**config.mk**
```make
export PLATFORM = sky130hd
export DESIGN_NAME = power_sequence_command_engine_flat
export DESIGN_NICKNAME = d
export VERILOG_FILES = /design/src/hdl/pseq_pkg.sv /design/src/hdl/pseq_item_if.sv /design/src/hdl/pseq_result_if.sv /design/src/hdl/pseq_step.sv /design/src/hdl/power_sequence_command_engine.sv /design/src/flat_wrapper.sv
export SDC_FILE = /design/constraint.sdc
export NUM_CORES = 1
export LEC_CHECK = 0
export BUFFER_PORTS_ARGS = -buffer_cell sky130_fd_sc_hd__buf_2
export CORE_MARGIN = 2
export CORE_UTILIZATION = 35
export CTS_CLUSTER_SIZE = 30
export DETAILED_ROUTE_END_ITERATION = 10
export SYNTH_ARGS = -nofsm -noshare
export SYNTH_HDL_FRONTEND = slang
export SYNTH_HIERARCHICAL = 1
export SYNTH_SLANG_ARGS = --single-unit
```
**constraint.sdc**
```tcl
create_clock -name clk_i -period 5.1 [get_ports clk_i]
set_clock_uncertainty 0.2 [all_clocks]
set_input_delay 0.51 -clock clk_i [delete_from_list [all_inputs] [get_ports clk_i]]
set_output_delay 0.51 -clock clk_i [all_outputs]
set_load 0.05 [all_outputs]
```
**src/hdl/pseq_pkg.sv**
```systemverilog
`timescale 1ns / 1ps

package pseq_pkg;

  localparam int unsigned AddrW   = 16;
  localparam int unsigned ByteW   = 8;
  localparam int unsigned KindW   = 3;
  localparam int unsigned OpW     = 2;
  localparam int unsigned StatusW = 3;
  localparam int unsigned CountW  = 16;
  localparam int unsigned CfgIdxW = 2;
  localparam int unsigned CfgW    = 16;

  localparam logic [CountW-1:0] PollLimitReset = 16'd5000;
  localparam logic [CountW-1:0] CountMax       = '1;

  // command kinds; the remaining codes are unknown and do nothing
  localparam logic [KindW-1:0] KIND_READ  = 3'd0;
  localparam logic [KindW-1:0] KIND_WRITE = 3'd1;
  localparam logic [KindW-1:0] KIND_POLL  = 3'd2;
  localparam logic [KindW-1:0] KIND_DELAY = 3'd3;
  localparam logic [KindW-1:0] KIND_END   = 3'd4;

  // bus request codes
  localparam logic [OpW-1:0] OP_NONE  = 2'd0;
  localparam logic [OpW-1:0] OP_READ  = 2'd1;
  localparam logic [OpW-1:0] OP_WRITE = 2'd2;

  // status codes
  localparam logic [StatusW-1:0] ST_NEXT    = 3'd0;
  localparam logic [StatusW-1:0] ST_AWAIT   = 3'd1;
  localparam logic [StatusW-1:0] ST_DONE    = 3'd2;
  localparam logic [StatusW-1:0] ST_TIMEOUT = 3'd3;
  localparam logic [StatusW-1:0] ST_ORDER   = 3'd4;

  // configuration register indexes
  localparam logic [CfgIdxW-1:0] CFG_CUT       = 2'd0;
  localparam logic [CfgIdxW-1:0] CFG_FAB       = 2'd1;
  localparam logic [CfgIdxW-1:0] CFG_INTF      = 2'd2;
  localparam logic [CfgIdxW-1:0] CFG_MAX_POLLS = 2'd3;

  typedef enum logic [1:0] {
    PHASE_IDLE,
    PHASE_WRITE,
    PHASE_POLL
  } phase_e;

  typedef struct packed {
    phase_e             phase;
    logic [AddrW-1:0]   pending_addr;
    logic [ByteW-1:0]   pending_value;
    logic [ByteW-1:0]   pending_mask;
    logic [CountW-1:0]  poll_count;
  } pseq_state_t;

  typedef struct packed {
    logic [ByteW-1:0]  cut_ver;
    logic [ByteW-1:0]  fab_version;
    logic [ByteW-1:0]  intf_ver;
    logic [CountW-1:0] max_polls;
  } pseq_cfg_t;

  typedef struct packed {
    logic              action;
    logic [KindW-1:0]  cmd_kind;
    logic [AddrW-1:0]  reg_offset;
    logic [ByteW-1:0]  cmd_value;
    logic [ByteW-1:0]  bit_mask;
    logic [ByteW-1:0]  fab_sel;
    logic [ByteW-1:0]  cut_sel;
    logic [ByteW-1:0]  intf_sel;
    logic [ByteW-1:0]  read_data;
  } pseq_item_t;

  typedef struct packed {
    logic [OpW-1:0]     bus_op;
    logic [AddrW-1:0]   bus_addr;
    logic [ByteW-1:0]   bus_wdata;
    logic [StatusW-1:0] status;
  } pseq_result_t;

endpackage

```
**src/hdl/pseq_item_if.sv**
```systemverilog
`timescale 1ns / 1ps

interface pseq_item_if;
  logic                        valid;
  logic                        ready;
  logic                        action;
  logic [pseq_pkg::KindW-1:0]  cmd_kind;
  logic [pseq_pkg::AddrW-1:0]  reg_offset;
  logic [pseq_pkg::ByteW-1:0]  cmd_value;
  logic [pseq_pkg::ByteW-1:0]  bit_mask;
  logic [pseq_pkg::ByteW-1:0]  fab_sel;
  logic [pseq_pkg::ByteW-1:0]  cut_sel;
  logic [pseq_pkg::ByteW-1:0]  intf_sel;
  logic [pseq_pkg::ByteW-1:0]  read_data;

  modport source (
    output valid, action, cmd_kind, reg_offset, cmd_value, bit_mask,
           fab_sel, cut_sel, intf_sel, read_data,
    input  ready
  );

  modport sink (
    input  valid, action, cmd_kind, reg_offset, cmd_value, bit_mask,
           fab_sel, cut_sel, intf_sel, read_data,
    output ready
  );
endinterface

```
**src/hdl/pseq_result_if.sv**
```systemverilog
`timescale 1ns / 1ps

interface pseq_result_if;
  logic                          valid;
  logic                          ready;
  logic [pseq_pkg::OpW-1:0]      bus_op;
  logic [pseq_pkg::AddrW-1:0]    bus_addr;
  logic [pseq_pkg::ByteW-1:0]    bus_wdata;
  logic [pseq_pkg::StatusW-1:0]  status;

  modport source (
    output valid, bus_op, bus_addr, bus_wdata, status,
    input  ready
  );

  modport sink (
    input  valid, bus_op, bus_addr, bus_wdata, status,
    output ready
  );
endinterface

```
**src/hdl/pseq_step.sv**
```systemverilog
`timescale 1ns / 1ps

// One transaction's worth of sequencing: next state and the result it produces.
module pseq_step (
  input  pseq_pkg::pseq_state_t  state_i,
  input  pseq_pkg::pseq_cfg_t    cfg_i,
  input  pseq_pkg::pseq_item_t   item_i,
  output pseq_pkg::pseq_state_t  state_o,
  output pseq_pkg::pseq_result_t result_o
);
  import pseq_pkg::*;

  logic             applies;
  logic             poll_match;
  logic [ByteW-1:0] merged;

  assign applies = (|(item_i.fab_sel & cfg_i.fab_version)) &&
                   (|(item_i.cut_sel & cfg_i.cut_ver)) &&
                   (|(item_i.intf_sel & cfg_i.intf_ver));

  assign merged = (item_i.read_data & ~state_i.pending_mask) |
                  (state_i.pending_value & state_i.pending_mask);

  assign poll_match = (item_i.read_data & state_i.pending_mask) ==
                      (state_i.pending_value & state_i.pending_mask);

  always_comb begin
    state_o  = state_i;
    result_o = '{bus_op: OP_NONE, bus_addr: '0, bus_wdata: '0, status: ST_NEXT};

    if (!item_i.action) begin
      // command entry
      priority if (state_i.phase != PHASE_IDLE) begin
        result_o.status = ST_ORDER;
      end else if (!applies) begin
        result_o.status = ST_NEXT;
      end else if (item_i.cmd_kind == KIND_WRITE || item_i.cmd_kind == KIND_POLL) begin
        state_o.phase         = (item_i.cmd_kind == KIND_WRITE) ? PHASE_WRITE : PHASE_POLL;
        state_o.pending_addr  = item_i.reg_offset;
        state_o.pending_value = item_i.cmd_value;
        state_o.pending_mask  = item_i.bit_mask;
        result_o.bus_op       = OP_READ;
        result_o.bus_addr     = item_i.reg_offset;
        result_o.status       = ST_AWAIT;
      end else if (item_i.cmd_kind == KIND_END) begin
        state_o.poll_count = '0;
        result_o.status    = ST_DONE;
      end else begin
        // read, delay and unknown kinds
        result_o.status = ST_NEXT;
      end
    end else begin
      // bus read reply
      unique case (state_i.phase)
        PHASE_WRITE: begin
          state_o.phase      = PHASE_IDLE;
          result_o.bus_op    = OP_WRITE;
          result_o.bus_addr  = state_i.pending_addr;
          result_o.bus_wdata = merged;
          result_o.status    = ST_NEXT;
        end
        PHASE_POLL: begin
          if (state_i.poll_count > cfg_i.max_polls) begin
            state_o.phase      = PHASE_IDLE;
            state_o.poll_count = '0;
            result_o.status    = ST_TIMEOUT;
          end else begin
            if (state_i.poll_count != CountMax) begin
              state_o.poll_count = state_i.poll_count + 1'b1;
            end
            if (poll_match) begin
              state_o.phase   = PHASE_IDLE;
              result_o.status = ST_NEXT;
            end else begin
              result_o.bus_op   = OP_READ;
              result_o.bus_addr = state_i.pending_addr;
              result_o.status   = ST_AWAIT;
            end
          end
        end
        default: begin
          result_o.status = ST_ORDER;
        end
      endcase
    end
  end

endmodule

```
**src/hdl/power_sequence_command_engine.sv**
```systemverilog
`timescale 1ns / 1ps

// Power-sequence command engine. Each input transaction is either a command
// entry (action 0) or the byte returned by a bus read the engine requested
// (action 1); each produces exactly one result transaction carrying a bus
// request (none, read or write), its address, the merged write byte and a
// status. Writes are read-modify-write: the command issues a read, the reply
// produces the write. Polls re-issue the read until the masked byte matches
// or the sequence-wide poll count passes max_polls (checked before the count
// is incremented), which reports a timeout. An end command reports completion
// and clears the count. Timing: a transaction is registered at the input; its
// state update and result are computed into the result register once that is
// empty or draining. A new transaction can be accepted every cycle while the
// result side keeps taking results. Configuration registers are written through
// cfg_we_i / cfg_idx_i / cfg_wdata_i; the user must do so only while no
// transaction is in flight, which the block itself does not enforce.
module power_sequence_command_engine (
  input  logic                         clk_i,
  input  logic                         rst_ni,
  input  logic                         cfg_we_i,
  input  logic [pseq_pkg::CfgIdxW-1:0] cfg_idx_i,
  input  logic [pseq_pkg::CfgW-1:0]    cfg_wdata_i,
  pseq_item_if.sink                    item_i,
  pseq_result_if.source                result_o
);
  import pseq_pkg::*;

  pseq_cfg_t    cfg_q;
  pseq_state_t  state_q, state_d;
  pseq_item_t   item_q;
  logic         item_vld_q;
  pseq_result_t res_q, res_d;
  logic         res_vld_q;
  logic         advance;
  logic         take;

  // the input stage moves on when the result register is empty or draining
  assign advance      = item_vld_q && (!res_vld_q || result_o.ready);
  assign item_i.ready = !item_vld_q || advance;
  assign take         = item_i.valid && item_i.ready;

  pseq_step u_step (
    .state_i  (state_q),
    .cfg_i    (cfg_q),
    .item_i   (item_q),
    .state_o  (state_d),
    .result_o (res_d)
  );

  // configuration registers
  always_ff @(posedge clk_i or negedge rst_ni) begin
    if (!rst_ni) begin
      cfg_q.cut_ver     <= '0;
      cfg_q.fab_version <= '0;
      cfg_q.intf_ver    <= '0;
      cfg_q.max_polls   <= PollLimitReset;
    end else if (cfg_we_i) begin
      unique case (cfg_idx_i)
        CFG_CUT:       cfg_q.cut_ver     <= cfg_wdata_i[ByteW-1:0];
        CFG_FAB:       cfg_q.fab_version <= cfg_wdata_i[ByteW-1:0];
        CFG_INTF:      cfg_q.intf_ver    <= cfg_wdata_i[ByteW-1:0];
        CFG_MAX_POLLS: cfg_q.max_polls   <= cfg_wdata_i[CountW-1:0];
        default: ;
      endcase
    end
  end

  // control: valid flags and sequencer state
  always_ff @(posedge clk_i or negedge rst_ni) begin
    if (!rst_ni) begin
      item_vld_q <= 1'b0;
      res_vld_q  <= 1'b0;
      state_q    <= '{phase: PHASE_IDLE, pending_addr: '0, pending_value: '0,
                      pending_mask: '0, poll_count: '0};
    end else begin
      if (item_i.ready) begin
        item_vld_q <= item_i.valid;
      end
      if (advance) begin
        res_vld_q <= 1'b1;
        state_q   <= state_d;
      end else if (result_o.ready) begin
        res_vld_q <= 1'b0;
      end
    end
  end

  // payload registers
  always_ff @(posedge clk_i) begin
    if (take) begin
      item_q.action     <= item_i.action;
      item_q.cmd_kind   <= item_i.cmd_kind;
      item_q.reg_offset <= item_i.reg_offset;
      item_q.cmd_value  <= item_i.cmd_value;
      item_q.bit_mask   <= item_i.bit_mask;
      item_q.fab_sel    <= item_i.fab_sel;
      item_q.cut_sel    <= item_i.cut_sel;
      item_q.intf_sel   <= item_i.intf_sel;
      item_q.read_data  <= item_i.read_data;
    end
    if (advance) begin
      res_q <= res_d;
    end
  end

  assign result_o.valid     = res_vld_q;
  assign result_o.bus_op    = res_q.bus_op;
  assign result_o.bus_addr  = res_q.bus_addr;
  assign result_o.bus_wdata = res_q.bus_wdata;
  assign result_o.status    = res_q.status;

endmodule
```
**src/flat_wrapper.sv**
```systemverilog
// flat-port wrapper written by rule: the top's interface ports become plain ports
module power_sequence_command_engine_flat import pseq_pkg::*;
  (clk_i, rst_ni, cfg_we_i, cfg_idx_i, cfg_wdata_i, item_i_valid, item_i_action, item_i_cmd_kind, item_i_reg_offset, item_i_cmd_value, item_i_bit_mask, item_i_fab_sel, item_i_cut_sel, item_i_intf_sel, item_i_read_data, item_i_ready, result_o_valid, result_o_bus_op, result_o_bus_addr, result_o_bus_wdata, result_o_status, result_o_ready);
  pseq_item_if item_i_i ();
  pseq_result_if result_o_i ();
  input  logic clk_i;
  input  logic rst_ni;
  input  logic cfg_we_i;
  input  logic [pseq_pkg::CfgIdxW-1:0] cfg_idx_i;
  input  logic [pseq_pkg::CfgW-1:0] cfg_wdata_i;
  input wire logic [$bits(item_i_i.valid)-1:0] item_i_valid;
  input wire logic [$bits(item_i_i.action)-1:0] item_i_action;
  input wire logic [$bits(item_i_i.cmd_kind)-1:0] item_i_cmd_kind;
  input wire logic [$bits(item_i_i.reg_offset)-1:0] item_i_reg_offset;
  input wire logic [$bits(item_i_i.cmd_value)-1:0] item_i_cmd_value;
  input wire logic [$bits(item_i_i.bit_mask)-1:0] item_i_bit_mask;
  input wire logic [$bits(item_i_i.fab_sel)-1:0] item_i_fab_sel;
  input wire logic [$bits(item_i_i.cut_sel)-1:0] item_i_cut_sel;
  input wire logic [$bits(item_i_i.intf_sel)-1:0] item_i_intf_sel;
  input wire logic [$bits(item_i_i.read_data)-1:0] item_i_read_data;
  output wire logic [$bits(item_i_i.ready)-1:0] item_i_ready;
  output wire logic [$bits(result_o_i.valid)-1:0] result_o_valid;
  output wire logic [$bits(result_o_i.bus_op)-1:0] result_o_bus_op;
  output wire logic [$bits(result_o_i.bus_addr)-1:0] result_o_bus_addr;
  output wire logic [$bits(result_o_i.bus_wdata)-1:0] result_o_bus_wdata;
  output wire logic [$bits(result_o_i.status)-1:0] result_o_status;
  input wire logic [$bits(result_o_i.ready)-1:0] result_o_ready;
  assign item_i_i.valid = item_i_valid;
  assign item_i_i.action = item_i_action;
  assign item_i_i.cmd_kind = item_i_cmd_kind;
  assign item_i_i.reg_offset = item_i_reg_offset;
  assign item_i_i.cmd_value = item_i_cmd_value;
  assign item_i_i.bit_mask = item_i_bit_mask;
  assign item_i_i.fab_sel = item_i_fab_sel;
  assign item_i_i.cut_sel = item_i_cut_sel;
  assign item_i_i.intf_sel = item_i_intf_sel;
  assign item_i_i.read_data = item_i_read_data;
  assign item_i_ready = item_i_i.ready;
  assign result_o_valid = result_o_i.valid;
  assign result_o_bus_op = result_o_i.bus_op;
  assign result_o_bus_addr = result_o_i.bus_addr;
  assign result_o_bus_wdata = result_o_i.bus_wdata;
  assign result_o_status = result_o_i.status;
  assign result_o_i.ready = result_o_ready;
  power_sequence_command_engine u_core (.clk_i(clk_i), .rst_ni(rst_ni), .cfg_we_i(cfg_we_i), .cfg_idx_i(cfg_idx_i), .cfg_wdata_i(cfg_wdata_i), .item_i(item_i_i), .result_o(result_o_i));
endmodule
```
==> results of run 1 <==
## per-layer routing
layer	up-vias	GRT usage [%]	part of all wire, %
met5	-	0	0
met4	0	4.22	1.0
met3	15	3.10	4.8
met2	142	22.4	47
met1	2598	19.8	48
li1	2525	-	-
## through the flow
stage	worst slack, ns	hold WS [ns]	area (sq um)	std cells
6_report	1.57	0.0555	10200	1060
4_1_cts	1.58	0.0325	10200	1059
5_1_grt	1.25	0.0320	10200	1059
2_1_floorplan	1.67	0.0144	8570	595
3_3_place_gp	1.65	0.287	9530	1026
3_5_place_dp	1.59	0.293	9530	1026
## synth_stat cells, types with 2 or more instances
library cell,instances,area (sq um)
mux2_2,117,1320
edfxtp_1,97,2910
dfrtp_1,87,2180
inv_1,28,105
ha_1,22,275
nand2_1,17,63.8
a22o_1,16,140
a22oi_1,16,120
nor2_1,16,60.1
nand4_1,13,81.3
mux2i_1,10,100
nor3_1,10,50.1
buf_2,9,45.0
nand3_1,9,45.0
o21a_1,9,67.6
o31ai_1,9,67.6
clkbuf_1,8,30.0
nand2b_1,8,50.1
o21ai_0,8,40.0
xor2_1,8,70.1
a21oi_1,7,35.0
nor4_1,7,43.8
mux2_1,6,67.6
dfstp_2,5,131
o211ai_1,4,30.0
o311ai_1,4,35.0
or4_1,4,30.0
and2_1,3,18.8
nor3b_1,3,22.5
nor4b_1,3,26.3
o221ai_1,3,26.3
a21o_1,2,15.0
buf_6,2,22.5
nand3b_2,2,22.5
## logic make-up after synthesis
family                   Yosys count  synth area share [%]
AO/OA/AOI/OAI                     88                  7.97
multiplexers                     133                  17.3
buffers and inverters             48                  2.45
flip-flops                       189                  60.9
AND/OR/NAND/NOR                  106                  7.18
adder cells (fa/ha/maj)           22                  3.21
XOR/XNOR                           9                 0.920
## power by group through the flow
| stage | clock [mW] | combinational [mW] | sequential [mW] |
|---|---|---|---|
| 5_1_grt | 1.48 | 1.07 | 2.11 |
| 3_5_place_dp | 0 | 0.969 | 2.10 |
| 2_1_floorplan | 0 | 0.634 | 2.16 |
| 4_1_cts | 1.43 | 0.975 | 2.07 |
| 6_report | 1.38 | 0.967 | 2.07 |
| 3_3_place_gp | 0 | 0.951 | 2.10 |
## path summary, 6_finish.rpt
kind / from / end / cells after the start
setup / recovery: u_core/cfg_q[12]$_DFFE_PN1P_ / u_core/result_o.bus_addr[8]$_DFFE_PP_ / 9
hold / removal: item_i_reg_offset[14] / u_core/item_q[62]$_DFFE_PP_ / 1
setup reg to reg: u_core/cfg_q[12]$_DFFE_PN1P_ / u_core/result_o.bus_addr[8]$_DFFE_PP_ / 9
hold reg to reg: u_core/cfg_q[2]$_DFFE_PN0P_ / u_core/cfg_q[2]$_DFFE_PN0P_ / 1
max in group asynchronous: rst_ni / u_core/cfg_q[18]$_DFFE_PN0P_ / 3
min in group asynchronous: rst_ni / u_core/result_o.valid$_DFFE_PN0P_ / 2
## timing repair
item	4_1_cts	5_1_grt
resized for setup	0	0
endpoints found under the hold margin	42	0
hold buffers	1	0
## layout make-up
type                       count  share of cell area [%]
tap                          324                    3.99
timing repair buffer         128                    6.53
inverter                      28                    1.03
antenna                        1                  0.0246
clock inverter                 8                    1.02
multi-input combinational    358                    31.0
clock buffer                  24                    5.05
sequential                   189                    51.4
## worst register-to-register path, delay by kind of cell (launching register included)
family / cells / cell delay (ns)
AOI/OAI and AO/OA: 3 / 1.40
adders and majority gates: 1 / 0.26
buffers and inverters: 2 / 0.26
DFF: 1 / 0.53
and+or+nand+nor: 3 / 0.76
## state kept, by name, indices dropped and copies added, names as in the netlist
name / flops
u_core/result_o.valid: 1
u_core/item_vld_q: 1
u_core/item_q: 68
u_core/cfg_q: 40
u_core/result_o.bus_addr: 16
u_core/result_o.bus_op: 2
u_core/state_q: 50
u_core/result_o.bus_wdata: 8
u_core/result_o.status: 3
==> metrics.txt, run 1 <==
Synth Flop Type edfxtp_1; CTS tree yes; initial antenna violation count 0; PortBufs 121; syn nets 708; Worst Setup End Kind register; total wire length 17700 um; synth warn 6; initial DRC count 281; router iterations before antenna repair 4; endpoints failing hold 0; first-pass GRT wire length 28600 um; Lkg Pwr 4.25 nW; CTS sink cnt 189; Via Count 5280; area of the die 0.0258 sq mm; kind of critical path reg -> reg; Layout area overhead 18.6%; sw frac 28.8%; clock period minus final worst setup slack 3.53 ns; max-cap violations 0; crit-path cells inv_1, ha_1, nand4_1, nor2_1, nor4_1, a31oi_1, buf_4, o21ai_1, a22o_1; Buf+Inv Stages, Crit Path 2; Post-synth EDFFs 97; num ports 122; clock slew at reported path FFs 0.07 ns; #FFs+latches synth 189; Synth Area per Inst 14.4 sq um; total track usage 14.2%; layout cells sized above 1 39.9%; async set-reset flop share out of synthesis 48.7%; routability cong. 0.805; fill cell count 2206; synth unique cells 57; Worst path top cell family by delay compound AO/OA/AOI/OAI gates; fmax 0.283 GHz; number of global-route vias before repair 5264; Pwr Density 435 mW/mm^2; Final setup viols 0; Synth Instances 595; Via-to-Cell Ratio 4.98; Die X 160 um; total power draw 4.42 mW; CTS max path bufs 2; CP max stage cell o21ai_1; period utilization 69.3%; commonest non-fill, non-tap cell in the layout buf_2; Peak VDD IR 0.196 mV; CP Max Fanout 16; Max Slew Vio Count 0; detailed placement HPWL 11800 um; total setup buffers inserted after CTS 0; core area 0.0242 sq mm; P_int 3.15 mW; clk root buf clkbuf_16; Startpoint Class register; Hold WC Path Type in -> reg; TNS Setup 0 ns; outcome completed; fin util 42.0%; H-tree depth 4; r2r setup slk 1.57 ns; clock share of power 31.3%; Initial Utilization 35.4%; Switching Power 1.28 mW; Critical Path RT 5.19 ns; CTS buffer count 17; FP Rows 57; most frequent cells in the layout 120 x buf_2, 117 x mux2_2, 97 x edfxtp_1, 87 x dfrtp_1, 28 x inv_1; DR DRC count 0; sequential fraction of the synthesis area 60.9%; combinational power share 21.9%; Layout Nets 835; sequential cell area 0.00522 sq mm; largest net degree at the start of global routing 69; worst-margin pin slew 1.23 ns; DR WL/cell 16.7 um; Final ANT Viol Nets 0; grt ovf 0; Post-Syn Area 0.00857 sq mm; Reg power frac 46.9%; Die Span Y 160 um; RSZ-0062 raised after global routing false; Max-slew headroom 17.4%; Worst EP arrival 3.62 ns; max incr delay on CP 0.96 ns; worst skew pair latency 0.43 ns; multi-input logic area 0.00315 sq mm
No activity file was read; power rests on OpenSTA's default activity.
==> run 2: changes to the inputs <==
ABC_AREA = 1   (was not set)
clock period = 3 ns   (was 5.1 ns; I/O delays follow)
==> run 2 against run 1 <==
Against the previous run: synthesized area is 9.9% higher; total power is 92% higher; sequential power is 76% higher; final cell count is 53% higher; register-to-register slack worse by 1.2 ns; highest routed layer unchanged.
==> metrics.txt, run 2 <==
Hold WC Path Type in -> reg; Die X 168 um; Max Slew Vio Count 0; RSZ-0062 raised after global routing false; CTS max path bufs 2; top cells by area, synth edfxtp_1 31%, dfrtp_1 23%, nand2_1 16%; # resized after CTS 0; sequential cell area 0.00522 sq mm; num ports 122; initial antenna violation count 0; total track usage 17.2%; synth unique cells 38; clk root buf clkbuf_16; most frequent cells in the layout 401 x nand2_1, 120 x buf_2, 99 x nand3_1, 97 x inv_1, 97 x edfxtp_1; Initial Utilization 35.3%; fill cell count 2587; core area 0.0267 sq mm; layout cells sized above 1 16.9%; Synth Flop Type edfxtp_1; worst skew pair latency 0.45 ns; async set-reset flop share out of synthesis 48.7%; Post-Syn Area 0.00941 sq mm; FP Rows 60; PortBufs 121; Startpoint Class register; period utilization 87.7%; CTS buffer count 17; Max-slew headroom 55.9%; CP Max Fanout 16; Die Span Y 168 um; kind of critical path reg -> reg; total power draw 8.47 mW; Most flops, register u_core/item_q; syn nets 1179; fin util 44.4%; Via-to-Cell Ratio 4.81; worst-margin pin slew 0.661 ns; hold slack 0.0867 ns; post-route cell area 0.0118 sq mm; CTS sink cnt 189; Peak VDD IR 0.435 mV; endpoints failing hold 0; sequential fraction of the synthesis area 55.5%; Layout Nets 1381; outcome completed; #FFs+latches synth 189; DR WL/cell 14.4 um; max-cap violations 0; Lkg Pwr 5.62 nW; total wire length 23400 um; Synth Instances 1066; initial DRC count 678; router iterations before antenna repair 5; total setup buffers inserted after CTS 0; clock period minus final worst setup slack 2.63 ns; DR DRC count 0; max FFs per register 68; routability cong. 0.902; commonest non-fill, non-tap cell in the layout nand2_1; placed cell areas 0.0104 sq mm; biggest area consumer among synthesized cells edfxtp_1; Final ANT Viol Nets 0; Final setup viols 0; Post-synth top cells 401 x nand2_1, 100 x nand3_1, 98 x inv_1, 97 x edfxtp_1, 87 x dfrtp_1; Layout area overhead 25.7%; top-count cell post-synth nand2_1; fmax 0.380 GHz; H-tree depth 4; Worst Setup End Kind register; post-synth top area share 30.9%; Post-synth EDFFs 97; largest net degree at the start of global routing 69; TNS Setup 0 ns; Critical Path RT 3.00 ns; area of the die 0.0282 sq mm; CTS tree yes; multi-input logic area 0.00355 sq mm; Worst EP arrival 2.63 ns; Via Count 7807; Synth Area per Inst 8.83 sq um; antenna diode count 0; biggest regs u_core/item_q (68), u_core/state_q (50), u_core/cfg_q (40); first-pass GRT wire length 39000 um; Pwr Density 716 mW/mm^2; number of global-route vias before repair 7792; clock slew at reported path FFs 0.09 ns; synth warn 6; grt ovf 0; detailed placement HPWL 14900 um
run 2: per-stage QoR:
stage	std cells	worst slack [ns]
detailed placement	1503	0.423
floorplan	1066	0.154
CTS	1622	0.408
finish	1622	0.369
global placement	1503	0.427
global route	1622	0.148
run 2: timing repair:
action,CTS,global route
endpoints found under the setup margin,0,0
hold endpoints to repair,138,0
hold buffers,87,0
run 2: per-layer routing:
metal / vias up / GRT usage, % / wire [um]
li1: 3907 / - / -
met1: 3647 / 22.4 / 10500
met2: 225 / 28.7 / 11300
met3: 28 / 3.43 / 1240
met4: 0 / 5.63 / 412
met5: - / 0 / 0
run 2: path summary, 6_finish.rpt:
| path | startpoint | endpoint | slack, ns | depth (start not counted) |
|---|---|---|---|---|
| worst min-delay path | cfg_idx_i[0] | u_core/cfg_q[26]$_DFFE_PN0P_ | 0.09 | 3 |
| max in group asynchronous | rst_ni | u_core/cfg_q[8]$_DFFE_PN1P_ | 1.80 | 3 |
| worst max register to register | u_core/cfg_q[7]$_DFFE_PN1P_ | u_core/result_o.bus_addr[15]$_DFFE_PP_ | 0.37 | 14 |
| min in group asynchronous | rst_ni | u_core/state_q[18]$_DFFE_PN0P_ | 0.17 | 2 |
| worst max-delay path | u_core/cfg_q[7]$_DFFE_PN1P_ | u_core/result_o.bus_addr[15]$_DFFE_PP_ | 0.37 | 14 |
| worst min register to register | u_core/cfg_q[31]$_DFFE_PN0P_ | u_core/cfg_q[31]$_DFFE_PN0P_ | 0.28 | 2 |
run 2: cell families (layout without fill, tap and decap cells):
group,Yosys count,count (layout),share of synthesized area [%]
buffers and inverters,146,361,6.98
AOI/OAI and AO/OA,117,117,7.26
DFF,189,189,55.5
adders and majority gates,22,22,2.92
and+or+nand+nor,588,588,27.0
xor gates and xnor gates,4,4,0.372
run 2: final cells by class:
cell class / count / share of cell area, %
Clock buffer: 17 / 3.60
Timing Repair Buffer: 226 / 13.9
Clock inverter: 15 / 1.53
Multi-Input combinational cell: 731 / 30.0
Sequential cell: 189 / 44.1
Tap cell: 341 / 3.61
Inverter: 103 / 3.30
run 2: power breakdown:
group          internal, mW  total (mW)  switching [mW]
clock network          1.14        2.33            1.19
registers              3.25        3.64           0.385
logic                 0.823        2.51            1.69
total                  5.21        8.47            3.26
run 2: worst max-delay path, cell delays in order, from the launching register on:
cell and delay, ns:
dfstp_2 0.53, inv_1 0.04, ha_1 0.28, nand2_1 0.07, nor2_1 0.22, nand2_1 0.09, nand2_1 0.09, nand2_1 0.06
nand2_1 0.10, nand2_1 0.19, buf_4 0.27, nand3_1 0.08, nand2_1 0.06, nand2_1 0.05, nand2_1 0.05
